`config.mk`:
```
export PLATFORM = sky130hd
export DESIGN_NAME = button_gesture_detector_core_flat
export DESIGN_NICKNAME = d
export VERILOG_FILES = /design/src/sv/bgd_pkg.sv /design/src/sv/bgd_ifs.sv /design/src/sv/bgd_cfg.sv /design/src/sv/bgd_step.sv /design/src/sv/bgd_evq.sv /design/src/sv/button_gesture_detector_core.sv /design/src/flat_wrapper.sv
export SDC_FILE = /design/constraint.sdc
export NUM_CORES = 1
export LEC_CHECK = 0
export CAP_MARGIN = 10
export CORE_AREA = 2 2 217 219
export CTS_CLUSTER_DIAMETER = 40
export DETAILED_ROUTE_END_ITERATION = 6
export DIE_AREA = 0 0 219 221
export DONT_BUFFER_PORTS = 1
export HOLD_SLACK_MARGIN = 0.08
export PLACE_DENSITY = 0.71
export SYNTH_ARGS = -nofsm -noshare
export SYNTH_HDL_FRONTEND = slang
export SYNTH_SLANG_ARGS = --single-unit
export TNS_END_PERCENT = 50
```
`constraint.sdc`:
```
create_clock -name i_clk -period 22.5 [get_ports i_clk]
set_input_delay 3.375 -clock i_clk [delete_from_list [all_inputs] [get_ports i_clk]]
set_output_delay 3.375 -clock i_clk [all_outputs]
set_load 0.02 [all_outputs]
```
`src/sv/bgd_pkg.sv`:
```
package bgd_pkg;

    // Phase of the gesture tracker; codes above PH_PRESSED act as PH_UP.
    typedef enum logic [2:0] {
        PH_UP          = 3'd0,
        PH_DOWN        = 3'd1,
        PH_FIRST_UP    = 3'd2,
        PH_SECOND_DOWN = 3'd3,
        PH_PRESSED     = 3'd4
    } t_phase;

    typedef enum logic [2:0] {
        EV_UP        = 3'd0,
        EV_CLICK     = 3'd1,
        EV_DBLCLICK  = 3'd2,
        EV_LONG      = 3'd3,
        EV_PRESS_END = 3'd4
    } t_event;

    // Config register indexes
    localparam int CFG_IDX_W = 2;
    typedef enum logic [CFG_IDX_W-1:0] {
        REG_CLICK_MS        = 2'd0,
        REG_PRESS_MS        = 2'd1,
        REG_PRESS_REPEAT_MS = 2'd2,
        REG_DEBOUNCE_MS     = 2'd3
    } t_reg_idx;

    localparam int TIME_W = 32;
    localparam int CFG_W  = 16;
    localparam int CNT_W  = 16;
    localparam int CODE_W = 3;

    localparam logic [CFG_W-1:0] CLICK_MS_RST        = 16'd600;
    localparam logic [CFG_W-1:0] PRESS_MS_RST        = 16'd1000;
    localparam logic [CFG_W-1:0] PRESS_REPEAT_MS_RST = 16'd1000;
    localparam logic [CFG_W-1:0] DEBOUNCE_MS_RST     = 16'd50;

    // Default depth of the result queue; must be at least two.
    localparam int EVQ_DEPTH_DEF = 4;

    typedef struct packed {
        logic [CFG_W-1:0] click_ms;
        logic [CFG_W-1:0] press_ms;
        logic [CFG_W-1:0] press_repeat_ms;
        logic [CFG_W-1:0] debounce_ms;
    } t_cfg;

    typedef struct packed {
        t_event            code;
        logic [CNT_W-1:0]  press_count;
        logic [TIME_W-1:0] duration_ms;
        logic              last;
    } t_result;

    // Up to two results per tick, pushed into the queue together.
    typedef struct packed {
        logic [1:0] cnt;
        t_result    ev0;
        t_result    ev1;
    } t_push;

endpackage

```
`src/sv/bgd_ifs.sv`:
```
interface bgd_in_if import bgd_pkg::*; ();
    logic              valid;
    logic              ready;
    logic [TIME_W-1:0] time_ms;
    logic              button_down;

    modport source (output valid, time_ms, button_down, input ready);
    modport sink   (input valid, time_ms, button_down, output ready);
endinterface

interface bgd_out_if import bgd_pkg::*; ();
    logic              valid;
    logic              ready;
    logic [CODE_W-1:0] event_code;
    logic [CNT_W-1:0]  press_count;
    logic [TIME_W-1:0] duration_ms;
    logic              last;

    modport source (output valid, event_code, press_count, duration_ms, last, input ready);
    modport sink   (input valid, event_code, press_count, duration_ms, last, output ready);
endinterface

interface bgd_cfg_if import bgd_pkg::*; ();
    logic                 valid;
    logic                 ready;
    logic [CFG_IDX_W-1:0] index;
    logic [CFG_W-1:0]     data;

    modport source (output valid, index, data, input ready);
    modport sink   (input valid, index, data, output ready);
endinterface

```
`src/sv/bgd_cfg.sv`:
```
module bgd_cfg import bgd_pkg::*; (
    input  logic i_clk,
    input  logic i_rst_n,
    bgd_cfg_if.sink i_cfg,
    output t_cfg o_cfg
);

    t_cfg r_cfg;

    assign i_cfg.ready = 1'b1;
    assign o_cfg       = r_cfg;

    always_ff @(posedge i_clk) begin
        if (!i_rst_n) begin
            r_cfg.click_ms        <= CLICK_MS_RST;
            r_cfg.press_ms        <= PRESS_MS_RST;
            r_cfg.press_repeat_ms <= PRESS_REPEAT_MS_RST;
            r_cfg.debounce_ms     <= DEBOUNCE_MS_RST;
        end else if (i_cfg.valid) begin
            unique case (t_reg_idx'(i_cfg.index))
                REG_CLICK_MS:        r_cfg.click_ms        <= i_cfg.data;
                REG_PRESS_MS:        r_cfg.press_ms        <= i_cfg.data;
                REG_PRESS_REPEAT_MS: r_cfg.press_repeat_ms <= i_cfg.data;
                REG_DEBOUNCE_MS:     r_cfg.debounce_ms     <= i_cfg.data;
                default:             r_cfg                 <= r_cfg;
            endcase
        end
    end

endmodule

```
`src/sv/bgd_step.sv`:
```
module bgd_step import bgd_pkg::*; (
    input  logic   i_clk,
    input  logic   i_rst_n,
    bgd_in_if.sink i_in,
    input  t_cfg   i_cfg,
    input  logic   i_room,
    output t_push  o_push
);

    // Input register
    logic              r_tick_valid;
    logic [TIME_W-1:0] r_time;
    logic              r_down;

    // Tracker state
    t_phase            r_phase,  n_phase;
    logic [TIME_W-1:0] r_start,  n_start;
    logic [TIME_W-1:0] r_stop,   n_stop;
    logic [CNT_W-1:0]  r_count,  n_count;

    logic              fire;
    logic [TIME_W-1:0] since_start;
    logic [TIME_W-1:0] since_stop;
    logic [TIME_W-1:0] held;
    logic [TIME_W-1:0] debounce_x;
    logic [1:0]        ev_cnt;
    t_event            code0;
    logic [CNT_W-1:0]  cnt0;
    logic [TIME_W-1:0] dur0;

    assign fire       = r_tick_valid && i_room;
    assign i_in.ready = !r_tick_valid || i_room;

    always_ff @(posedge i_clk) begin
        if (!i_rst_n) begin
            r_tick_valid <= 1'b0;
        end else if (i_in.ready) begin
            r_tick_valid <= i_in.valid;
        end
    end

    always_ff @(posedge i_clk) begin
        if (i_in.valid && i_in.ready) begin
            r_time <= i_in.time_ms;
            r_down <= i_in.button_down;
        end
    end

    assign since_start = r_time - r_start;
    assign since_stop  = r_time - r_stop;
    assign held        = r_stop - r_start;
    assign debounce_x  = TIME_W'(i_cfg.debounce_ms);

    always_comb begin
        n_phase = r_phase;
        n_start = r_start;
        n_stop  = r_stop;
        n_count = r_count;
        ev_cnt  = 2'd0;
        code0   = EV_UP;
        cnt0    = r_count;
        dur0    = since_start;

        unique case (r_phase)
            PH_DOWN: begin
                if (!r_down) begin
                    if ((i_cfg.debounce_ms != '0) && (since_start < debounce_x)) begin
                        n_phase = PH_UP;
                        n_start = '0;
                        n_stop  = '0;
                        n_count = '0;
                    end else begin
                        n_phase = PH_FIRST_UP;
                        n_stop  = r_time;
                        ev_cnt  = 2'd1;
                        code0   = EV_UP;
                    end
                end else if (since_start > TIME_W'(i_cfg.press_ms)) begin
                    n_phase = PH_PRESSED;
                    n_stop  = r_time;
                    n_count = CNT_W'(1);
                    ev_cnt  = 2'd1;
                    code0   = EV_LONG;
                    cnt0    = CNT_W'(1);
                end
            end
            PH_FIRST_UP: begin
                if (since_start > TIME_W'(i_cfg.click_ms)) begin
                    // timeout: up then click, both with the stored press length
                    ev_cnt  = 2'd2;
                    code0   = EV_UP;
                    dur0    = held;
                    n_phase = PH_UP;
                    n_start = '0;
                    n_stop  = '0;
                    n_count = '0;
                end else if (r_down &&
                             ((i_cfg.debounce_ms == '0) || (since_stop > debounce_x))) begin
                    n_phase = PH_SECOND_DOWN;
                    n_start = r_time;
                end
            end
            PH_SECOND_DOWN: begin
                if (!r_down && (since_start > debounce_x)) begin
                    ev_cnt  = 2'd1;
                    code0   = EV_DBLCLICK;
                    n_phase = PH_UP;
                    n_start = '0;
                    n_stop  = '0;
                    n_count = '0;
                end
            end
            PH_PRESSED: begin
                if (!r_down) begin
                    ev_cnt  = 2'd1;
                    code0   = EV_PRESS_END;
                    n_phase = PH_UP;
                    n_start = '0;
                    n_stop  = '0;
                    n_count = '0;
                end else if ((i_cfg.press_repeat_ms != '0) &&
                             (since_stop >= TIME_W'(i_cfg.press_repeat_ms))) begin
                    n_stop  = r_time;
                    n_count = (r_count == '1) ? r_count : r_count + CNT_W'(1);
                    ev_cnt  = 2'd1;
                    code0   = EV_LONG;
                    cnt0    = n_count;
                end
            end
            default: begin
                // up, and any stray code
                if (r_down) begin
                    n_phase = PH_DOWN;
                    n_start = r_time;
                end else begin
                    n_phase = PH_UP;
                end
            end
        endcase
    end

    always_comb begin
        o_push.cnt             = fire ? ev_cnt : 2'd0;
        o_push.ev0.code        = code0;
        o_push.ev0.press_count = cnt0;
        o_push.ev0.duration_ms = dur0;
        o_push.ev0.last        = (ev_cnt == 2'd1);
        o_push.ev1.code        = EV_CLICK;
        o_push.ev1.press_count = r_count;
        o_push.ev1.duration_ms = held;
        o_push.ev1.last        = 1'b1;
    end

    always_ff @(posedge i_clk) begin
        if (!i_rst_n) begin
            r_phase <= PH_UP;
            r_start <= '0;
            r_stop  <= '0;
            r_count <= '0;
        end else if (fire) begin
            r_phase <= n_phase;
            r_start <= n_start;
            r_stop  <= n_stop;
            r_count <= n_count;
        end
    end

    // A tick with two results is always the click timeout, which restarts.
    a_two_restart: assert property (@(posedge i_clk) disable iff (!i_rst_n)
        (o_push.cnt == 2'd2) |=> (r_phase == PH_UP && r_count == '0))
        else $error("two results without restart");

    // Long press from down always starts the repeat count at one.
    a_long_first: assert property (@(posedge i_clk) disable iff (!i_rst_n)
        (fire && r_phase == PH_DOWN && o_push.cnt == 2'd1 && code0 == EV_LONG)
        |=> (r_phase == PH_PRESSED && r_count == CNT_W'(1)))
        else $error("long press entry lost count");

endmodule

```
`src/sv/bgd_evq.sv`:
```
module bgd_evq import bgd_pkg::*; #(
    parameter int DEPTH = EVQ_DEPTH_DEF
) (
    input  logic  i_clk,
    input  logic  i_rst_n,
    input  t_push i_push,
    output logic  o_room,
    bgd_out_if.source o_out
);

    localparam int PTR_W = (DEPTH > 1) ? $clog2(DEPTH) : 1;
    localparam int QCNT_W = $clog2(DEPTH + 1);

    t_result           mem [DEPTH];
    logic [PTR_W-1:0]  r_wr_ptr, n_wr_ptr;
    logic [PTR_W-1:0]  r_rd_ptr, n_rd_ptr;
    logic [QCNT_W-1:0] r_count,  n_count;
    logic [PTR_W-1:0]  wr_ptr1;
    logic              pop;
    t_result           head;

    function automatic logic [PTR_W-1:0] ptr_inc(input logic [PTR_W-1:0] p);
        return (p == PTR_W'(DEPTH - 1)) ? '0 : p + PTR_W'(1);
    endfunction

    // Room for the worst case of two results from the next tick
    assign o_room = (r_count <= QCNT_W'(DEPTH - 2));

    assign head              = mem[r_rd_ptr];
    assign o_out.valid       = (r_count != '0);
    assign o_out.event_code  = head.code;
    assign o_out.press_count = head.press_count;
    assign o_out.duration_ms = head.duration_ms;
    assign o_out.last        = head.last;
    assign pop               = o_out.valid && o_out.ready;
    assign wr_ptr1           = ptr_inc(r_wr_ptr);

    always_comb begin
        n_rd_ptr = pop ? ptr_inc(r_rd_ptr) : r_rd_ptr;
        unique case (i_push.cnt)
            2'd1:    n_wr_ptr = wr_ptr1;
            2'd2:    n_wr_ptr = ptr_inc(wr_ptr1);
            default: n_wr_ptr = r_wr_ptr;
        endcase
        n_count = r_count + QCNT_W'(i_push.cnt) - QCNT_W'(pop);
    end

    always_ff @(posedge i_clk) begin
        if (i_push.cnt != 2'd0) begin
            mem[r_wr_ptr] <= i_push.ev0;
        end
        if (i_push.cnt == 2'd2) begin
            mem[wr_ptr1] <= i_push.ev1;
        end
    end

    always_ff @(posedge i_clk) begin
        if (!i_rst_n) begin
            r_wr_ptr <= '0;
            r_rd_ptr <= '0;
            r_count  <= '0;
        end else begin
            r_wr_ptr <= n_wr_ptr;
            r_rd_ptr <= n_rd_ptr;
            r_count  <= n_count;
        end
    end

    a_no_overflow: assert property (@(posedge i_clk) disable iff (!i_rst_n)
        (i_push.cnt != 2'd0) |-> o_room)
        else $error("result queue overflow");

    a_count_bound: assert property (@(posedge i_clk) disable iff (!i_rst_n)
        r_count <= QCNT_W'(DEPTH))
        else $error("result queue count out of range");

endmodule

```
`src/sv/button_gesture_detector_core.sv`:
```
// Channel  | Dir | Words carried                                  | Handshake
// ---------+-----+------------------------------------------------+-----------
// i_in     | in  | time_ms[31:0], button_down                     | valid/ready
// o_out    | out | event_code[2:0], press_count[15:0],            | valid/ready
//          |     | duration_ms[31:0], last                        |
// i_cfg    | in  | index[1:0] (0 click, 1 press, 2 repeat,        | valid/ready
//          |     | 3 debounce), data[15:0]                        |
//
// One tick word per cycle while the queue has room: the tick is registered,
// the phase logic works on the registered tick and pushes its results into
// a small result queue, whose head is presented on o_out.
// A tick retires only while the queue has room for two; stalls need o_out backpressure.
// Synchronous active-low reset: phase up, stamps and count zero, config
// back to 600/1000/1000/50 ms, queue empty. Config is always ready.
module button_gesture_detector_core import bgd_pkg::*; #(
    parameter int EVQ_DEPTH = EVQ_DEPTH_DEF
) (
    input  logic i_clk,
    input  logic i_rst_n,
    bgd_in_if.sink    i_in,
    bgd_out_if.source o_out,
    bgd_cfg_if.sink   i_cfg
);

    t_cfg  cfg;     // current thresholds
    t_push push;    // results of the tick in flight
    logic  room;    // queue can take a full tick's worth of results

    // Config register file
    bgd_cfg u_cfg (
        .i_clk   (i_clk),
        .i_rst_n (i_rst_n),
        .i_cfg   (i_cfg),
        .o_cfg   (cfg)
    );

    // Input register plus phase tracker; one tick retires per cycle when
    // the queue has room.
    bgd_step u_step (
        .i_clk   (i_clk),
        .i_rst_n (i_rst_n),
        .i_in    (i_in),
        .i_cfg   (cfg),
        .i_room  (room),
        .o_push  (push)
    );

    // Result queue, drained one word per cycle on o_out while o_out.ready is high
    bgd_evq #(
        .DEPTH (EVQ_DEPTH)
    ) u_evq (
        .i_clk   (i_clk),
        .i_rst_n (i_rst_n),
        .i_push  (push),
        .o_room  (room),
        .o_out   (o_out)
    );

endmodule
```
`src/flat_wrapper.sv`:
```
// flat-port wrapper written by rule: the top's interface ports become plain ports
module button_gesture_detector_core_flat import bgd_pkg::*;
#(
    parameter int EVQ_DEPTH = EVQ_DEPTH_DEF
)
  (i_clk, i_rst_n, i_in_valid, i_in_time_ms, i_in_button_down, i_in_ready, o_out_valid, o_out_event_code, o_out_press_count, o_out_duration_ms, o_out_last, o_out_ready, i_cfg_valid, i_cfg_index, i_cfg_data, i_cfg_ready);
  bgd_in_if i_in_i ();
  bgd_out_if o_out_i ();
  bgd_cfg_if i_cfg_i ();
  input  logic i_clk;
  input  logic i_rst_n;
  input wire logic [$bits(i_in_i.valid)-1:0] i_in_valid;
  input wire logic [$bits(i_in_i.time_ms)-1:0] i_in_time_ms;
  input wire logic [$bits(i_in_i.button_down)-1:0] i_in_button_down;
  output wire logic [$bits(i_in_i.ready)-1:0] i_in_ready;
  output wire logic [$bits(o_out_i.valid)-1:0] o_out_valid;
  output wire logic [$bits(o_out_i.event_code)-1:0] o_out_event_code;
  output wire logic [$bits(o_out_i.press_count)-1:0] o_out_press_count;
  output wire logic [$bits(o_out_i.duration_ms)-1:0] o_out_duration_ms;
  output wire logic [$bits(o_out_i.last)-1:0] o_out_last;
  input wire logic [$bits(o_out_i.ready)-1:0] o_out_ready;
  input wire logic [$bits(i_cfg_i.valid)-1:0] i_cfg_valid;
  input wire logic [$bits(i_cfg_i.index)-1:0] i_cfg_index;
  input wire logic [$bits(i_cfg_i.data)-1:0] i_cfg_data;
  output wire logic [$bits(i_cfg_i.ready)-1:0] i_cfg_ready;
  assign i_in_i.valid = i_in_valid;
  assign i_in_i.time_ms = i_in_time_ms;
  assign i_in_i.button_down = i_in_button_down;
  assign i_in_ready = i_in_i.ready;
  assign o_out_valid = o_out_i.valid;
  assign o_out_event_code = o_out_i.event_code;
  assign o_out_press_count = o_out_i.press_count;
  assign o_out_duration_ms = o_out_i.duration_ms;
  assign o_out_last = o_out_i.last;
  assign o_out_i.ready = o_out_ready;
  assign i_cfg_i.valid = i_cfg_valid;
  assign i_cfg_i.index = i_cfg_index;
  assign i_cfg_i.data = i_cfg_data;
  assign i_cfg_ready = i_cfg_i.ready;
  button_gesture_detector_core #(.EVQ_DEPTH(EVQ_DEPTH)) u_core (.i_clk(i_clk), .i_rst_n(i_rst_n), .i_in(i_in_i), .o_out(o_out_i), .i_cfg(i_cfg_i));
endmodule
```
==> flow_summary.ini <==
[final_layout]
post_route_cells_drive_above_1_share_pct = 9.111
multi_input_area_mm2 = 0.01361
final_net_count = 2874
area.sequential_mm2 = 0.01022
area.growth.synth_to_final_pct = 10.02
layout.cells.non_filler = 3287
filler_cell_count = 3884

[route]
detail_route.first_pass.iterations = 6
via_per_inst = 6.423
vias = 21112
wl_mm = 76.11
routedWlPerCell_um = 23.15
drcViolationCount = 0
antenna_left = 0
initialDrtViolationCount = 2412

[sta]
setup_viol_count_final = 0
layout_min_cycle_time_ns = 8.319
fin_crit_sh_pct = 36.97
upper_clock_frequency_limit_mhz = 120.2
finalSetupTns_ns = 0
timing.slew.headroom_pct = 20.05
final_max_slew_viol_count = 0
tightestPinTransition_ns = 1.195
final_clock_skew_ns = 0.02787
grt_setup_unrepaired = false
hold_viol = 0

[logic_synthesis]
ys_ff_latch = 398
synthDominantAreaCellType = sky130_fd_sc_hd__edfxtp_1
post_synth.cell_area_avg_um2 = 9.377
yosys_warnings = 0
most_area_consuming_cells_after_synthesis = sky130_fd_sc_hd__edfxtp_1 (27%), sky130_fd_sc_hd__dfxtp_1 (14%), sky130_fd_sc_hd__ha_1 (9.3%)
syn-cell-area_mm2 = 0.02507
synth_edf_count = 225
yosys_most_used_dff = sky130_fd_sc_hd__edfxtp_1
postSynthNetCount = 2921
post_syn_instances = 2674
count_of_unique_library_cells_instantiated_by_yosys = 95
ys_seq_area_share_pct = 40.76
async_reset_ff_share_pct = 0
post-synth-top-area-fraction_pct = 26.95

[worst_hold_path]
min_path_type = flop to flop
whs_path_depth = 2

[setup_path]
critPathMaxFanout = 27
standard_cell_with_the_maximum_stage_delay_on_the_critical_path = sky130_fd_sc_hd__nand3b_1
cp_slowest_stage_delay_ns = 0.60
crit_cells = 32
path_delay_family = simple AND/OR/NAND/NOR gates
setup.worst_path.start_class = flop
cpMostUsedCell = sky130_fd_sc_hd__a21oi_1
critical_path_arrival_ns = 8.80
critPathRequiredTime_ns = 22.98
critPathCaptureType = flop
critical_path_buf_inv_count = 2
worstSetupPathType = flop to flop
worst-r2r-cell-count = 32

[outcome]
status = finished, final reports clean

[clocking]
skew_pair_late_insertion_delay_ns = 0.63
cts_tree = yes
cts_made_buffers = 60
clockRootBuffer = sky130_fd_sc_hd__clkbuf_16
ctsHoldBuffers = 0
cts-resized-gates = 0
cts_buffer_depth = 3
h_tree_levels = 2
clkSinkCount = 398
worst_setup_hold_path_clk_slew_ns = 0.06
postCtsSetupRepairBufs = 0

[placed_design]
detailed_place_hpwl_mm = 55.40
port_buffers = 0
gpl_wtd_cong = 1.007
post-place-cells = 3172

[pwr]
pwr_density_cell_mw_per_mm2 = 93.54
power.total_uw = 2581
max-vdd-ir-drop_v = 0.00007036
p_leak_uw = 0.009953

[grt]
grt_start_max_net_pins = 66
first_global_vias = 20222
grtUsageTotal_pct = 31.15
globalRoute.totalOverflow = 0
grt_antenna_before_repair = 1
wire_length_of_the_first_global_routing_pass_mm = 117.2

[die]
core_mm2 = 0.04606
floorplan.die.height_um = 221
starting_density_of_the_core_pct = 54.44
io-pin-count = 111
die_width_um = 219
row_count = 79
die_area_mm2 = 0.04840

[job]
cap_viol_max_count = 0
## cell families (layout without fill, tap and decap cells)
group	count (synthesis)	after routing	synth area share [%]
fa+ha+maj	191	191	9.651
mux	99	99	6.592
simple gates	756	756	14.00
xor+xnor	77	77	2.690
other cells	1	3	0.01496
flops	398	398	40.76
buf+inv	322	326	5.090
compound gates	830	830	21.21
## metrics by stage
stage	hold WS, ns	worst slack (ns)	utilization (%)	area, um^2
after global routing	0.4724	13.61	59.88	27580
after floorplan	0.4347	15.43	-	25070
final	0.4567	14.18	59.89	27590
after CTS	0.4569	14.26	59.88	27580
after global placement	0.4422	14.53	55.34	25490
after detailed placement	0.4469	14.34	55.34	25490
## path summary, 6_finish.rpt
check / from / endpoint / slack (ns)
worst max-delay path: u_core.u_step.r_time[1]$_DFFE_PP_ / u_core.u_evq.mem[2][0]$_SDFFE_PP1N_ / 14.18
worst min-delay path: u_core.u_cfg.o_cfg[47]$_SDFFE_PN0P_ / u_core.u_cfg.o_cfg[47]$_SDFFE_PN0P_ / 0.46
worst max register to register: u_core.u_step.r_time[1]$_DFFE_PP_ / u_core.u_evq.mem[2][0]$_SDFFE_PP1N_ / 14.18
worst min register to register: u_core.u_cfg.o_cfg[47]$_SDFFE_PN0P_ / u_core.u_cfg.o_cfg[47]$_SDFFE_PN0P_ / 0.46
## registers in the layout, summed over array words and instances, names as in the netlist, named ones only
name	flops
u_core.u_step.r_phase	3
u_core.u_evq.r_wr_ptr	2
u_core.u_step.r_start	32
u_core.u_step.r_down	1
u_core.u_cfg.o_cfg	64
u_core.u_evq.mem	208
u_core.u_step.r_count	16
u_core.u_step.r_time	32
u_core.u_evq.r_count	3
u_core.u_step.r_stop	32
u_core.u_step.r_tick_valid	1
u_core.u_evq.r_rd_ptr	2
## cell type report
type / count / share of cell area [%]
Antenna cell: 2 / 0.01814
Clock buffer: 70 / 5.692
Clock inverter: 43 / 1.882
Inverter: 187 / 2.544
Multi-Input combinational cell: 1954 / 49.34
Sequential cell: 398 / 37.06
Tap cell: 607 / 2.753
Timing Repair Buffer: 26 / 0.7075
## routing by layer
metal	global-route usage (%)	share of wire, %	wire, um	vias to the layer above
met4	11.22	3.6	2747	0
met1	41.51	41	31380	10106
li1	-	-	-	9845
met5	0	0	0	-
met3	6.749	9.0	6868	170
met2	49.93	46	35120	991
## cell usage in the layout (no fill, tap or decap), types with 38 or more instances in the layout
cell	synthesis	layout
sky130_fd_sc_hd__edfxtp_1	225	225
sky130_fd_sc_hd__clkbuf_16	0	61
sky130_fd_sc_hd__o21ai_0	152	152
sky130_fd_sc_hd__a22o_1	47	47
sky130_fd_sc_hd__nand2_1	346	342
sky130_fd_sc_hd__o22ai_1	115	115
sky130_fd_sc_hd__ha_1	187	187
sky130_fd_sc_hd__dfxtp_1	173	171
sky130_fd_sc_hd__a21oi_1	243	240
sky130_fd_sc_hd__mux2i_1	38	38
sky130_fd_sc_hd__nand3_1	50	50
sky130_fd_sc_hd__mux4_2	52	52
sky130_fd_sc_hd__inv_1	187	186
sky130_fd_sc_hd__xnor2_1	45	45
sky130_fd_sc_hd__a21o_1	50	50
sky130_fd_sc_hd__nor2_1	141	141
## power breakdown
| part | leakage, uW | internal, uW | switching, uW |
|---|---|---|---|
| logic | 0.00549 | 288 | 510 |
| registers | 0.00346 | 790 | 29.7 |
| clock network | 0.00101 | 584 | 379 |
## worst reg2reg max path: cells and delay by family (launching register included)
family | cells | cell delay (ns)
compound gates | 14 | 2.56
fa+ha+maj | 3 | 0.94
buf+inv | 2 | 0.70
flops | 1 | 0.50
xor+xnor | 1 | 0.32
simple gates | 12 | 3.22
## Yosys cell counts, drive strengths merged, types with 39 or more instances
cell and count:
a21o 50, a21oi 244, a22o 47, buf 39, clkbuf 96, dfxtp 173
edfxtp 225, ha 187, inv 187, mux4 52, nand2 347, nand3 50
nor2 142, o21ai 164, o22ai 115, xnor2 45
Power figures use the tool's default switching activity.
